## src/design/tctp_pkg.sv

```systemverilog
`timescale 1ns / 1ps
`default_nettype none

package tctp_pkg;

    // Table geometry of the command targets.
    localparam int unsigned COLUMNS     = 3;
    localparam int unsigned HEATER_ROWS = 6;
    localparam int unsigned SCAN_ROWS   = 27;

    // Characters the parser recognizes.
    localparam logic [7:0] CHAR_COMMA = 8'h2C;
    localparam logic [7:0] CHAR_ZERO  = 8'h30;
    localparam logic [7:0] CHAR_T     = 8'h74;
    localparam logic [7:0] CHAR_U     = 8'h75;
    localparam logic [7:0] CHAR_B     = 8'h62;
    localparam logic [7:0] CHAR_M     = 8'h6D;
    localparam logic [7:0] CHAR_D     = 8'h64;
    localparam logic [7:0] CHAR_H     = 8'h68;
    localparam logic [7:0] CHAR_S     = 8'h73;
    localparam logic [7:0] CHAR_C     = 8'h63;

    // Value reported for a column whose character is missing.
    localparam logic [7:0] MISSING_DIGIT = 8'd208;

    // Result kinds.
    localparam logic [2:0] KIND_MODE       = 3'd0;
    localparam logic [2:0] KIND_HEATER     = 3'd1;
    localparam logic [2:0] KIND_SCAN       = 3'd2;
    localparam logic [2:0] KIND_SAMPLING   = 3'd3;
    localparam logic [2:0] KIND_FRAME_DONE = 3'd4;
    localparam logic [2:0] KIND_BAD_HEADER = 3'd5;
    localparam logic [2:0] KIND_UNKNOWN    = 3'd6;
    localparam logic [2:0] KIND_ROW_RANGE  = 3'd7;

    // Section codes.
    localparam logic [1:0] SEC_MODE     = 2'd0;
    localparam logic [1:0] SEC_HEATER   = 2'd1;
    localparam logic [1:0] SEC_SCAN     = 2'd2;
    localparam logic [1:0] SEC_SAMPLING = 2'd3;

    typedef struct packed {
        logic [7:0] in_byte;
        logic       frame_end;
    } in_item_t;

    typedef struct packed {
        logic [2:0] kind;
        logic [4:0] row_index;
        logic [7:0] value_first;
        logic [7:0] value_second;
        logic [7:0] value_third;
        logic       last_result;
    } out_item_t;

endpackage

`default_nettype wire

```

## src/design/telecommand_token_parser_core.sv

```systemverilog
`timescale 1ns / 1ps
`default_nettype none

// Telecommand token parser. Each accepted request is one byte of a comma-separated
// command frame ("tub,<n>,<tag>,<count>,<params>..."); the parse state is updated in
// the cycle the byte is accepted and the results it causes are written into a
// four-entry result queue in that same cycle. A new byte can be accepted every cycle
// while the queue holds two or fewer results; only a byte that ends a frame can
// produce two results (a write or error, then frame done), so the single result port,
// draining one result per cycle while m_ready is high, sets the sustained rate.
// Results leave the registered queue on m_payload, oldest first.
module telecommand_token_parser_core (
    input  wire                  aclk,
    input  wire                  aresetn,
    input  wire                  s_valid,
    output logic                 s_ready,
    input  wire tctp_pkg::in_item_t s_payload,
    output logic                 m_valid,
    input  wire                  m_ready,
    output tctp_pkg::out_item_t  m_payload
);

    typedef enum logic [2:0] {
        PH_HEADER,
        PH_COUNT,
        PH_TAG,
        PH_PCOUNT,
        PH_PARAM,
        PH_TRAIL
    } phase_t;

    localparam int unsigned QDEPTH = 4;

    // Parse state.
    phase_t     phase_reg, phase_next;
    logic [7:0] tok_chars_reg [3];
    logic [1:0] tok_len_reg;
    logic [3:0] sections_left_reg, sections_left_next;
    logic [3:0] params_left_reg, params_left_next;
    logic [1:0] section_reg, section_next;
    logic [4:0] next_row_reg, next_row_next;
    logic       frame_dead_reg, frame_dead_next;

    // Result queue.
    tctp_pkg::out_item_t q_reg [QDEPTH];
    logic [1:0] wr_ptr_reg;
    logic [1:0] rd_ptr_reg;
    logic [2:0] count_reg;

    // Working signals for the accepted byte.
    logic       s_fire;
    logic       m_fire;
    logic       is_comma;
    logic       token_done;
    logic [7:0] tc [3];
    logic [1:0] tl;
    logic [7:0] digit [3];
    logic [7:0] col [3];
    logic       tok_res_valid;
    tctp_pkg::out_item_t tok_res;
    tctp_pkg::out_item_t done_res;
    tctp_pkg::out_item_t push0;
    tctp_pkg::out_item_t push1;
    logic [1:0] push_cnt;

    function automatic logic [3:0] sat15(input logic [7:0] v);
        return (v > 8'd15) ? 4'd15 : v[3:0];
    endfunction

    function automatic tctp_pkg::out_item_t mk_res(
        input logic [2:0] kind,
        input logic [4:0] row,
        input logic [7:0] v1,
        input logic [7:0] v2,
        input logic [7:0] v3
    );
        tctp_pkg::out_item_t r;
        r.kind         = kind;
        r.row_index    = row;
        r.value_first  = v1;
        r.value_second = v2;
        r.value_third  = v3;
        r.last_result  = 1'b0;
        return r;
    endfunction

    assign s_ready   = (count_reg <= 3'd2);
    assign s_fire    = s_valid && s_ready;
    assign m_valid   = (count_reg != 3'd0);
    assign m_fire    = m_valid && m_ready;
    assign m_payload = q_reg[rd_ptr_reg];

    assign is_comma   = (s_payload.in_byte == tctp_pkg::CHAR_COMMA);
    assign token_done = is_comma || s_payload.frame_end;

    // Token as it stands once the incoming byte is appended.
    always_comb begin
        tc[0] = tok_chars_reg[0];
        tc[1] = tok_chars_reg[1];
        tc[2] = tok_chars_reg[2];
        tl    = tok_len_reg;
        if (!is_comma && tok_len_reg != 2'd3) begin
            unique case (tok_len_reg)
                2'd0:    tc[0] = s_payload.in_byte;
                2'd1:    tc[1] = s_payload.in_byte;
                default: tc[2] = s_payload.in_byte;
            endcase
            tl = tok_len_reg + 2'd1;
        end
    end

    // Digit and column values of the token; missing characters read as 208.
    always_comb begin
        for (int i = 0; i < 3; i++) begin
            digit[i] = (tl > 2'(i)) ? (tc[i] - tctp_pkg::CHAR_ZERO)
                                    : tctp_pkg::MISSING_DIGIT;
            col[i]   = (i < tctp_pkg::COLUMNS) ? digit[i] : 8'd0;
        end
    end

    // Token completion: phase transitions and the result it may produce.
    always_comb begin
        phase_next         = phase_reg;
        sections_left_next = sections_left_reg;
        params_left_next   = params_left_reg;
        section_next       = section_reg;
        next_row_next      = next_row_reg;
        frame_dead_next    = frame_dead_reg;
        tok_res_valid      = 1'b0;
        tok_res            = mk_res(tctp_pkg::KIND_MODE, 5'd0, 8'd0, 8'd0, 8'd0);

        if (token_done && !frame_dead_reg) begin
            unique case (phase_reg)
                PH_HEADER: begin
                    if (tl == 2'd3 && tc[0] == tctp_pkg::CHAR_T
                        && tc[1] == tctp_pkg::CHAR_U && tc[2] == tctp_pkg::CHAR_B) begin
                        phase_next = PH_COUNT;
                    end else begin
                        tok_res_valid   = 1'b1;
                        tok_res         = mk_res(tctp_pkg::KIND_BAD_HEADER, 5'd0,
                                                 8'd0, 8'd0, 8'd0);
                        frame_dead_next = 1'b1;
                    end
                end
                PH_COUNT: begin
                    sections_left_next = sat15(digit[0]);
                    phase_next = (sat15(digit[0]) != 4'd0) ? PH_TAG : PH_TRAIL;
                end
                PH_TAG: begin
                    priority if (tl >= 2'd2 && tc[0] == tctp_pkg::CHAR_M
                                 && tc[1] == tctp_pkg::CHAR_D) begin
                        section_next = tctp_pkg::SEC_MODE;
                        phase_next   = PH_PCOUNT;
                    end else if (tl >= 2'd2 && tc[0] == tctp_pkg::CHAR_H
                                 && tc[1] == tctp_pkg::CHAR_T) begin
                        section_next = tctp_pkg::SEC_HEATER;
                        phase_next   = PH_PCOUNT;
                    end else if (tl >= 2'd2 && tc[0] == tctp_pkg::CHAR_S
                                 && tc[1] == tctp_pkg::CHAR_C) begin
                        section_next = tctp_pkg::SEC_SCAN;
                        phase_next   = PH_PCOUNT;
                    end else if (tl >= 2'd2 && tc[0] == tctp_pkg::CHAR_S
                                 && tc[1] == tctp_pkg::CHAR_S) begin
                        section_next = tctp_pkg::SEC_SAMPLING;
                        phase_next   = PH_PCOUNT;
                    end else begin
                        tok_res_valid   = 1'b1;
                        tok_res         = mk_res(tctp_pkg::KIND_UNKNOWN, 5'd0,
                                                 8'd0, 8'd0, 8'd0);
                        frame_dead_next = 1'b1;
                    end
                end
                PH_PCOUNT: begin
                    params_left_next = sat15(digit[0]);
                    next_row_next    = 5'd0;
                    if (sat15(digit[0]) == 4'd0) begin
                        // Empty section closes at once.
                        if (sections_left_reg != 4'd0) begin
                            sections_left_next = sections_left_reg - 4'd1;
                        end
                        phase_next = (sections_left_reg > 4'd1) ? PH_TAG : PH_TRAIL;
                    end else begin
                        phase_next = PH_PARAM;
                    end
                end
                PH_PARAM: begin
                    unique case (section_reg)
                        tctp_pkg::SEC_MODE: begin
                            tok_res_valid = (next_row_reg == 5'd0);
                            tok_res = mk_res(tctp_pkg::KIND_MODE, 5'd0, digit[0],
                                             8'd0, 8'd0);
                        end
                        tctp_pkg::SEC_SAMPLING: begin
                            tok_res_valid = (next_row_reg == 5'd0);
                            tok_res = mk_res(tctp_pkg::KIND_SAMPLING, 5'd0,
                                             (tl != 2'd0) ? tc[0] : 8'd0, 8'd0, 8'd0);
                        end
                        tctp_pkg::SEC_HEATER: begin
                            tok_res_valid = 1'b1;
                            if (32'(next_row_reg) >= tctp_pkg::HEATER_ROWS) begin
                                tok_res = mk_res(tctp_pkg::KIND_ROW_RANGE, next_row_reg,
                                                 8'd0, 8'd0, 8'd0);
                            end else begin
                                tok_res = mk_res(tctp_pkg::KIND_HEATER, next_row_reg,
                                                 col[0], col[1], col[2]);
                            end
                        end
                        default: begin
                            tok_res_valid = 1'b1;
                            if (32'(next_row_reg) >= tctp_pkg::SCAN_ROWS) begin
                                tok_res = mk_res(tctp_pkg::KIND_ROW_RANGE, next_row_reg,
                                                 8'd0, 8'd0, 8'd0);
                            end else begin
                                tok_res = mk_res(tctp_pkg::KIND_SCAN, next_row_reg,
                                                 col[0], col[1], col[2]);
                            end
                        end
                    endcase
                    if (next_row_reg != 5'd31) begin
                        next_row_next = next_row_reg + 5'd1;
                    end
                    if (params_left_reg != 4'd0) begin
                        params_left_next = params_left_reg - 4'd1;
                    end
                    // Last parameter closes the section.
                    if (params_left_reg <= 4'd1) begin
                        if (sections_left_reg != 4'd0) begin
                            sections_left_next = sections_left_reg - 4'd1;
                        end
                        phase_next = (sections_left_reg > 4'd1) ? PH_TAG : PH_TRAIL;
                    end
                end
                default: begin
                end
            endcase
        end
    end

    // Results pushed into the queue for this byte, with the last one marked.
    always_comb begin
        done_res = mk_res(tctp_pkg::KIND_FRAME_DONE, 5'd0, 8'd0, 8'd0, 8'd0);
        done_res.last_result = 1'b1;
        push0    = done_res;
        push1    = done_res;
        push_cnt = 2'd0;
        if (s_fire) begin
            if (tok_res_valid) begin
                push0 = tok_res;
                push0.last_result = !s_payload.frame_end;
                push_cnt = s_payload.frame_end ? 2'd2 : 2'd1;
            end else if (s_payload.frame_end) begin
                push_cnt = 2'd1;
            end
        end
    end

    // Parse state registers.
    always_ff @(posedge aclk) begin
        if (!aresetn) begin
            phase_reg         <= PH_HEADER;
            tok_chars_reg[0]  <= 8'd0;
            tok_chars_reg[1]  <= 8'd0;
            tok_chars_reg[2]  <= 8'd0;
            tok_len_reg       <= 2'd0;
            sections_left_reg <= 4'd0;
            params_left_reg   <= 4'd0;
            section_reg       <= tctp_pkg::SEC_MODE;
            next_row_reg      <= 5'd0;
            frame_dead_reg    <= 1'b0;
        end else if (s_fire) begin
            if (s_payload.frame_end) begin
                phase_reg         <= PH_HEADER;
                tok_chars_reg[0]  <= 8'd0;
                tok_chars_reg[1]  <= 8'd0;
                tok_chars_reg[2]  <= 8'd0;
                tok_len_reg       <= 2'd0;
                sections_left_reg <= 4'd0;
                params_left_reg   <= 4'd0;
                section_reg       <= tctp_pkg::SEC_MODE;
                next_row_reg      <= 5'd0;
                frame_dead_reg    <= 1'b0;
            end else begin
                phase_reg         <= phase_next;
                sections_left_reg <= sections_left_next;
                params_left_reg   <= params_left_next;
                section_reg       <= section_next;
                next_row_reg      <= next_row_next;
                frame_dead_reg    <= frame_dead_next;
                if (is_comma) begin
                    tok_chars_reg[0] <= 8'd0;
                    tok_chars_reg[1] <= 8'd0;
                    tok_chars_reg[2] <= 8'd0;
                    tok_len_reg      <= 2'd0;
                end else begin
                    tok_chars_reg[0] <= tc[0];
                    tok_chars_reg[1] <= tc[1];
                    tok_chars_reg[2] <= tc[2];
                    tok_len_reg      <= tl;
                end
            end
        end
    end

    // Result queue storage.
    always_ff @(posedge aclk) begin
        if (push_cnt != 2'd0) begin
            q_reg[wr_ptr_reg] <= push0;
        end
        if (push_cnt == 2'd2) begin
            q_reg[wr_ptr_reg + 2'd1] <= push1;
        end
    end

    // Result queue pointers and fill count.
    always_ff @(posedge aclk) begin
        if (!aresetn) begin
            wr_ptr_reg <= 2'd0;
            rd_ptr_reg <= 2'd0;
            count_reg  <= 3'd0;
        end else begin
            wr_ptr_reg <= wr_ptr_reg + push_cnt;
            if (m_fire) begin
                rd_ptr_reg <= rd_ptr_reg + 2'd1;
            end
            count_reg <= count_reg + 3'(push_cnt) - 3'(m_fire);
        end
    end

    // The queue never overflows its storage.
    assert property (@(posedge aclk) disable iff (!aresetn)
        count_reg <= 3'(QDEPTH))
        else $error("result queue overflow");

    // A byte is taken only while there is room for two results.
    assert property (@(posedge aclk) disable iff (!aresetn)
        push_cnt != 2'd0 |-> count_reg <= 3'd2)
        else $error("result pushed without room");

    // A frame end returns the parser to its idle header state.
    assert property (@(posedge aclk) disable iff (!aresetn)
        s_fire && s_payload.frame_end |=>
            phase_reg == PH_HEADER && !frame_dead_reg && tok_len_reg == 2'd0)
        else $error("parser not reset after frame end");

    // Waiting for a tag implies at least one section remains.
    assert property (@(posedge aclk) disable iff (!aresetn)
        phase_reg == PH_TAG |-> sections_left_reg != 4'd0)
        else $error("tag phase with no sections left");

    // A frame end byte always yields a frame done result as its last.
    assert property (@(posedge aclk) disable iff (!aresetn)
        s_fire && s_payload.frame_end |-> push_cnt != 2'd0)
        else $error("frame end without frame done result");

endmodule

`default_nettype wire

```

## config.mk

```make
export PLATFORM = sky130hd
export DESIGN_NAME = telecommand_token_parser_core
export DESIGN_NICKNAME = d
export VERILOG_FILES = /design/src/design/tctp_pkg.sv /design/src/design/telecommand_token_parser_core.sv
export SDC_FILE = /design/constraint.sdc
export NUM_CORES = 1
export LEC_CHECK = 0
export ABC_AREA = 1
export BUFFER_PORTS_ARGS = -buffer_cell sky130_fd_sc_hd__buf_2
export CAP_MARGIN = 20
export CORE_UTILIZATION = 60
export DETAILED_ROUTE_END_ITERATION = 10
export GPL_TIMING_DRIVEN = 0
export PLACE_DENSITY = 0.79
export RECOVER_POWER = 100
export SYNTH_ARGS = -nofsm -noshare
export SYNTH_HDL_FRONTEND = slang
export SYNTH_SLANG_ARGS = --single-unit
```

## constraint.sdc

```tcl
create_clock -name aclk -period 7.1 [get_ports aclk]
set_input_delay 1.42 -clock aclk [delete_from_list [all_inputs] [get_ports aclk]]
set_output_delay 1.42 -clock aclk [all_outputs]
set_load 0.01 [all_outputs]
```

==> results of run 1 <==
cells in the final DEF (no fill, tap or decap), drive strengths merged, types with 2 or more instances in the layout:
cell type / count
a31oi: 4
a21oi: 155
clkinvlp: 2
nand3: 65
a211oi: 4
nand4: 29
xor2: 8
dfxtp: 162
o22ai: 40
o211ai: 5
o21ai: 231
nor2: 177
clkbuf: 117
nor3: 10
inv: 126
edfxtp: 24
and3: 2
clkinv: 11
nand2: 181
ha: 26
buf: 24
o21bai: 4
nand3b: 3
or2: 2
a21boi: 3
Yosys cell counts, drive strengths merged, types with 2 or more instances:
| library cell | instances | share of area |
|---|---|---|
| or2 | 2 | 0.0012 |
| and3 | 2 | 0.0012 |
| nor3 | 10 | 0.0054 |
| nand3 | 65 | 0.041 |
| clkbuf | 61 | 0.023 |
| nand4 | 29 | 0.049 |
| nand3b | 3 | 0.0022 |
| o21ai | 231 | 0.11 |
| dfxtp | 162 | 0.32 |
| o211ai | 5 | 0.0037 |
| a21boi | 3 | 0.0022 |
| clkinv | 5 | 0.0019 |
| xor2 | 8 | 0.0088 |
| nand2 | 181 | 0.072 |
| a21oi | 155 | 0.083 |
| ha | 26 | 0.032 |
| edfxtp | 24 | 0.071 |
| inv | 120 | 0.045 |
| buf | 15 | 0.013 |
| o22ai | 40 | 0.025 |
| o21bai | 4 | 0.0030 |
| nor2 | 177 | 0.070 |
| a31oi | 4 | 0.0025 |
| a211oi | 4 | 0.0030 |
critical path: cells and delay by family:
kind | cells | cell delay, ns
AOI/OAI and AO/OA | 2 | 0.37
adders and majority gates | 2 | 0.50
buffers and inverters | 8 | 1.69
and+or+nand+nor | 15 | 2.46
cell families after synthesis:
logic type | count (synthesis) | share of synthesized area
xor+xnor | 9 | 0.00966
mux | 1 | 0.000990
compound gates | 448 | 0.238
fa+ha+maj | 27 | 0.0342
flops | 186 | 0.392
buf+inv | 201 | 0.0821
simple gates | 471 | 0.243
where the power goes:
| part | switching (mW) | internal [mW] | leakage, nW | total [mW] |
|---|---|---|---|---|
| registers | 0.221 | 1.52 | 1.61 | 1.74 |
| logic | 0.970 | 0.529 | 2.65 | 1.50 |
| clock network | 0.489 | 0.472 | 0.279 | 0.961 |
worst max path at each step:
stage / endpoint / start / slack [ns]
3_3_place_gp: q_reg[3][12] / s_payload[5] / 1.41
2_1_floorplan: count_reg[2] / s_payload[5] / 2.16
5_1_grt: q_reg[3][11] / s_payload[8] / 0.64
6_report: q_reg[2][12] / s_payload[8] / 1.02
4_1_cts: q_reg[2][14] / s_payload[5] / 1.72
3_5_place_dp: q_reg[2][14] / s_payload[5] / 1.30
per-layer routing:
metal  vias to the layer above  track usage
met2                       545        0.527
met5                         -            0
met1                      4608        0.453
li1                       4700            -
met4                         0        0.138
met3                        77       0.0604
stage by stage:
stage | instances | hold WS (ns) | power (mW) | area (um^2) | worst slack (ns)
5_1_grt | 1642 | 0.507 | 4.44 | 11100 | 0.635
6_report | 1642 | 0.463 | 4.20 | 11100 | 1.02
3_3_place_gp | 1609 | 0.448 | 3.17 | 10600 | 1.41
2_1_floorplan | 1343 | 0.432 | 2.76 | 10100 | 2.16
3_5_place_dp | 1609 | 0.454 | 3.23 | 10600 | 1.30
4_1_cts | 1641 | 0.465 | 4.19 | 11200 | 1.72
layout make-up:
cell class | count | area [um^2] | share of cell area
timing repair buffer | 47 | 189 | 0.0170
clock inverter | 14 | 155 | 0.0140
multi-input combinational | 956 | 5270 | 0.474
tap | 220 | 275 | 0.0248
inverter | 125 | 469 | 0.0422
buffer | 76 | 359 | 0.0323
sequential | 186 | 3960 | 0.357
clock buffer | 18 | 429 | 0.0386
==> flow_summary.yaml, run 1 <==
cts:
  cts_tree: "built"
  clk_path_buf_depth: 2
  cts_made_buffers: 17
  cts_setup_buffers: 0
  cts_hold_buf: 0
  clock-sinks: 186
  root_buffer: "clkbuf_16"
  path_clk_slew_ns: 0.08
  cts.htree.levels: 4
  clk_latency_ns: 0.45
  cts_resized: 0
timing:
  min_period_over_period: 0.856
  finalCriticalPeriod_ns: 6.08
  final_max_slew_viol_count: 0
  skew_ns: 0.0102
  setup_violations: 0
  relSlewSlack: 0.121
  finalSetupTns_ns: 0
  rsz0062_at_grt: "false"
  worst_pin_slew_ns: 1.32
  hold_violations: 0
  fmax_ghz: 0.164
global_routing:
  overflow: 0
  grt_pass1_wl_um: 46300
  grt_pass1_vias: 9154
  antenna_found_initial: 0
  grt_max_degree: 26
  grt_usage: 0.335
place:
  dp_hpwl_um: 20200
  gp_congestion: 0.944
  portBuffers: 46
routing:
  vias: 9930
  wl_met3_um: 2600
  wl_met2_um: 13200
  via_per_inst: 6.05
  top_layer: "met4"
  drt_iter0_markers: 1148
  drt-met1-wl_um: 12400
  routed_wirelength_um: 29000
  wire_per_inst_um: 17.7
  drcViolationCount: 0
  postRouteAntennaNets: 0
  dr.pass1.iters: 6
floorplan:
  die-area_um2: 17400
  die_y_um: 132
  num_rows: 47
  initial_core_util: 0.612
  die_w_um: 132
  num_io_pins: 48
  core_area_um2: 16500
worst_hold_path:
  min_path_type: "reg -> reg"
  worstHoldStart: "frame_dead_reg"
  holdPathStages: 2
  holdPathEnd: "frame_dead_reg"
layout:
  final_core_util: 0.672
  drive_gt1_frac: 0.0963
  layout.nets: 1449
  largest_reg_flops: 132
  antenna_cells: 0
  synthToLayoutAreaGrowth_pct: 9.93
  n_fill_cell: 1454
power_and_ir_drop:
  power_per_cell_area_nw_per_um2: 378
  peakVddDrop_v: 0.000240
  leakage_nw: 4.54
logic_synthesis:
  synth.ff_latch_count: 186
  yosys_warnings: 0
  yosysSeqAreaShare: 0.392
  ys_types: 50
  mappedNetlistArea_um2: 10100
  synth_nets: 1383
  async_reset_ff_frac: 0
  ys.flop_type: "dfxtp_1"
  avgSynthCellArea_um2: 7.53
  syn_inst: 1343
  synth_edf_count: 24
worst_setup_path:
  ff2ff_setup_slack_ns: 2.00
  crit_path_end_kind: "register"
  cp.arrival_ns: 6.46
  criticalPathCategory: "in -> reg"
  critical_path_required_ns: 7.48
  slowest_delay_ns: 0.50
  worstReg2RegStart: "tok_len_reg[0]"
  timing.rr.end: "q_reg[2][12]"
  cp-start-kind: "input port"
  crit_path_max_fanout: 10
  r2r_cells: 24
  crit_slowest_cell: "clkbuf_1"
  cp_common_cell: "nand2_1"
status:
  status: "finished, final reports clean"
job:
  maxCapViolCount: 0
Note: power is estimated with default switching activity, not from simulation.
==> run 2, diff against run 1 <==
--- a/config.mk
+++ b/config.mk
@@ -8,10 +8,10 @@
 export ABC_AREA = 1
 export BUFFER_PORTS_ARGS = -buffer_cell sky130_fd_sc_hd__buf_2
 export CAP_MARGIN = 20
-export CORE_UTILIZATION = 60
+export CORE_UTILIZATION = 67
 export DETAILED_ROUTE_END_ITERATION = 10
 export GPL_TIMING_DRIVEN = 0
-export PLACE_DENSITY = 0.79
+export PLACE_DENSITY = 0.87
 export RECOVER_POWER = 100
 export SYNTH_ARGS = -nofsm -noshare
 export SYNTH_HDL_FRONTEND = slang
==> flow_summary.yaml, run 2 (synthesized netlist as in run 1, its figures left out) <==
status:
  status: "complete, but fails checks"
  violations: "DRC"
routing:
  drcViolationCount: 9
  wire_per_inst_um: 17.9
  vias: 10000
  routed_wirelength_um: 28700
  via_per_inst: 6.24
  postRouteAntennaNets: 0
  dr.pass1.iters: 9
  drt_iter0_markers: 1417
timing:
  worst_pin_slew_ns: 1.28
  finalCriticalPeriod_ns: 5.88
  relSlewSlack: 0.149
  skew_ns: 0.0101
  finalSetupTns_ns: 0
  setup_violations: 0
  final_max_slew_viol_count: 0
  min_period_over_period: 0.828
  hold_violations: 0
  rsz0062_at_grt: "false"
  fmax_ghz: 0.170
global_routing:
  grt_pass1_vias: 9260
  overflow: 0
  grt_max_degree: 26
  grt_pass1_wl_um: 46500
  grt_usage: 0.374
  antenna_found_initial: 0
job:
  maxCapViolCount: 0
cts:
  clk_latency_ns: 0.45
  cts_setup_buffers: 0
  clk_path_buf_depth: 2
  cts_made_buffers: 17
  clock-sinks: 186
  cts_hold_buf: 0
  cts_tree: "built"
  cts_resized: 0
  path_clk_slew_ns: 0.08
  root_buffer: "clkbuf_16"
  cts.htree.levels: 4
worst_setup_path:
  crit_path_max_fanout: 10
  cp.arrival_ns: 6.25
  criticalPathCategory: "in -> reg"
  critical_path_required_ns: 7.47
  ff2ff_setup_slack_ns: 2.03
  crit_path_end_kind: "register"
  cp-start-kind: "input port"
floorplan:
  die-area_um2: 15600
  die_y_um: 125
  initial_core_util: 0.690
  core_area_um2: 14600
  die_w_um: 125
  num_io_pins: 48
  num_rows: 44
place:
  gp_congestion: 0.918
  portBuffers: 46
  dp_hpwl_um: 19500
  placed_area_um2: 10600
layout:
  layout_commonest_cell: "o21ai_0"
  drive_gt1_frac: 0.0963
  synthToLayoutAreaGrowth_pct: 9.32
  layout.nets: 1449
  stdcell_area_um2: 11100
  mostFrequentLayoutCells: "230 x o21ai_0, 174 x nand2_1, 171 x nor2_1, 162 x dfxtp_1, 138 x a21oi_1"
  final_core_util: 0.755
  largest_reg_flops: 132
  antenna_cells: 0
power_and_ir_drop:
  power_per_cell_area_nw_per_um2: 383
  leakage_nw: 4.55
  peakVddDrop_v: 0.000315
  totalPowerFinal_mw: 4.23
worst_hold_path:
  min_path_type: "reg -> reg"
## run 2: worst max-delay path, stage by stage
cell and delay [ns]:
buf_2 0.09, inv_1 0.16, nand2_1 0.07, nor2_1 0.13
nand2_1 0.24, nand2_1 0.37, buf_6 0.21, nor2_1 0.08
o21ai_0 0.29, inv_1 0.14, ha_1 0.23, nand4_1 0.12
nor2_1 0.05, nand3b_1 0.13, nand2_1 0.19, nand3_4 0.19
nand2_1 0.08, inv_1 0.06, ha_1 0.13, inv_1 0.03
nor2_1 0.43, nor2_1 0.11, inv_1 0.11, nand2_1 0.18
clkinv_1 0.16, clkbuf_1 0.45, o21ai_0 0.18, a21oi_1 0.18
## run 2: final timing paths
kind,cells past startpoint,to,start
hold reg to reg,2,frame_dead_reg,frame_dead_reg
hold / removal,2,frame_dead_reg,frame_dead_reg
setup / recovery,28,q_reg[0][11],s_payload[1]
setup reg to reg,26,q_reg[0][11],tok_len_reg[0]
## run 2: final cells by class
type | count | area (um^2)
plain buffers | 76 | 359
clock buffers | 18 | 439
clock inverters | 14 | 150
fillers | 1109 | 3590
inverters | 125 | 469
multi-input cells | 956 | 5250
flip-flops and latches | 186 | 3960
well taps | 184 | 230
repair buffers | 47 | 190
## run 2: through the flow
step	hold slack, ns	cells	setup WS [ns]
2_1_floorplan	0.432	1343	2.16
3_3_place_gp	0.446	1573	1.42
3_5_place_dp	0.450	1573	1.39
4_1_cts	0.460	1605	1.81
5_1_grt	0.497	1606	0.723
6_report	0.468	1606	1.22
## run 2: power breakdown
group	switching [mW]	internal, mW
logic	0.982	0.527
clock network	0.457	0.508
registers	0.235	1.52
total	1.67	2.55
## run 2: routing by layer
layer | wire (um) | track usage
met1 | 11700 | 0.499
met2 | 13000 | 0.572
met3 | 3100 | 0.0842
met4 | 965 | 0.184
met5 | 0 | 0
==> run 3, diff against run 2 <==
--- a/config.mk
+++ b/config.mk
@@ -8,10 +8,10 @@
 export ABC_AREA = 1
 export BUFFER_PORTS_ARGS = -buffer_cell sky130_fd_sc_hd__buf_2
 export CAP_MARGIN = 20
-export CORE_UTILIZATION = 67
+export CORE_UTILIZATION = 62
 export DETAILED_ROUTE_END_ITERATION = 10
 export GPL_TIMING_DRIVEN = 0
-export PLACE_DENSITY = 0.87
+export PLACE_DENSITY = 0.81
 export RECOVER_POWER = 100
 export SYNTH_ARGS = -nofsm -noshare
 export SYNTH_HDL_FRONTEND = slang
==> constraint.sdc (replaced) <==
create_clock -name aclk -period 5.85 [get_ports aclk]
set_input_delay 1.17 -clock aclk [delete_from_list [all_inputs] [get_ports aclk]]
set_output_delay 1.17 -clock aclk [all_outputs]
set_load 0.01 [all_outputs]
==> flow_summary.yaml, run 3 (synthesized netlist as in run 1, its figures left out) <==
routing:
  routed_wirelength_um: 28600
  dr.pass1.iters: 7
  drt_iter0_markers: 1117
  wire_per_inst_um: 17.5
  via_per_inst: 6.04
  postRouteAntennaNets: 0
  drcViolationCount: 0
  vias: 9887
cts:
  clk_latency_ns: 0.44
  cts_made_buffers: 17
  cts_resized: 0
  clock-sinks: 186
  root_buffer: "clkbuf_16"
  cts_tree: "built"
  path_clk_slew_ns: 0.07
  cts_hold_buf: 0
  cts.htree.levels: 4
  clk_path_buf_depth: 2
  cts_setup_buffers: 0
worst_setup_path:
  criticalPathCategory: "in -> reg"
  timing.rr.end: "q_reg[3][11]"
  r2r_cells: 22
  crit_path_max_fanout: 10
  crit_path_end_kind: "register"
  cp-start-kind: "input port"
  endpoint: "q_reg[3][11]"
  critical_path_required_ns: 6.22
  worstReg2RegStart: "tok_len_reg[0]"
  startpoint: "s_payload[5]"
  ff2ff_setup_slack_ns: 0.74
  cp.arrival_ns: 5.71
place:
  dpl.cell_count: 1605
  gp_congestion: 0.930
  portBuffers: 46
  dp_hpwl_um: 19800
layout:
  n_fill_cell: 1331
  largest_reg_flops: 132
  drive_gt1_frac: 0.0992
  layout.nets: 1449
  layout_commonest_cell: "o21ai_0"
  antenna_cells: 0
  mostFrequentLayoutCells: "229 x o21ai_0, 171 x nand2_1, 170 x nor2_1, 162 x dfxtp_1, 138 x a21oi_1"
  synthToLayoutAreaGrowth_pct: 10.0
  final_core_util: 0.700
  layoutNonFillerInstCount: 1638
timing:
  relSlewSlack: 0.127
  min_period_over_period: 0.914
  finalCriticalPeriod_ns: 5.35
  fmax_ghz: 0.187
  skew_ns: 0.0114
  worst_pin_slew_ns: 1.31
  rsz0062_at_grt: "false"
  hold_violations: 0
  setup_violations: 0
  finalSetupTns_ns: 0
  final_max_slew_viol_count: 0
power_and_ir_drop:
  power_per_cell_area_nw_per_um2: 458
  peakVddDrop_v: 0.000331
  totalPowerFinal_mw: 5.10
  leakage_nw: 4.56
floorplan:
  num_io_pins: 48
  num_rows: 46
  die_y_um: 130
  initial_core_util: 0.636
  core_area_um2: 15900
  die_w_um: 130
  die-area_um2: 16800
worst_hold_path:
  min_path_type: "reg -> reg"
  worstHoldStart: "frame_dead_reg"
global_routing:
  grt_pass1_wl_um: 45400
  grt_usage: 0.348
  grt_max_degree: 26
  antenna_found_initial: 0
  grt_pass1_vias: 9056
  overflow: 0
status:
  status: "finished, final reports clean"
job:
  maxCapViolCount: 0
## run 3: worst max-delay path, stage by stage
cell and delay (ns):
clkbuf_1 0.09, inv_1 0.15, nand2_1 0.08, nor2_2 0.18, nand2_4 0.15, nand2_8 0.12
buf_6 0.16, nand2_1 0.06, nand2_1 0.20, ha_1 0.21, nand3_1 0.10, nor2_1 0.18
and3_1 0.22, nand3_1 0.23, nand3_4 0.20, nand3_4 0.14, nand2_1 0.12, inv_1 0.05
ha_1 0.28, inv_1 0.04, nor2_1 0.18, nor2_1 0.09, nor2_1 0.48, clkbuf_1 0.47
o21ai_0 0.18, a21oi_1 0.16
## run 3: report_power, final
| group | switching (mW) | internal, mW | total, mW |
|---|---|---|---|
| Clock | 0.552 | 0.616 | 1.17 |
| Sequential | 0.271 | 1.84 | 2.11 |
| Combinational | 1.17 | 0.641 | 1.81 |
## run 3: worst min path at each step
| stage | depth (start not counted) | slack, ns | end |
|---|---|---|---|
| 2_1_floorplan | 2 | 0.43 | frame_dead_reg |
| 3_3_place_gp | 2 | 0.45 | frame_dead_reg |
| 3_5_place_dp | 2 | 0.46 | frame_dead_reg |
| 4_1_cts | 2 | 0.47 | frame_dead_reg |
| 5_1_grt | 2 | 0.49 | frame_dead_reg |
| 6_report | 2 | 0.47 | frame_dead_reg |
## run 3: per-stage QoR
step	setup WS, ns	hold slack [ns]	cell area (um^2)
after floorplan	1.16	0.432	10100
after global placement	0.390	0.448	10600
after detailed placement	0.348	0.463	10600
after CTS	0.749	0.473	11200
after global routing	0.0789	0.493	11100
final	0.504	0.474	11100
## run 3: final cells by class
class,count,area [um^2],area share
inverter,125,469,0.0422
clock inverter,14,154,0.0138
tap,216,270,0.0243
clock buffer,18,439,0.0395
timing repair buffer,47,189,0.0170
sequential,186,3960,0.356
buffer,76,360,0.0324
multi-input combinational,956,5280,0.474
## run 3: layer usage
metal,track usage,vias up,part of all wire
li1,-,4704,-
met4,0.140,0,0.029
met3,0.0615,68,0.089
met2,0.554,524,0.46
met5,0,-,0
met1,0.470,4591,0.42
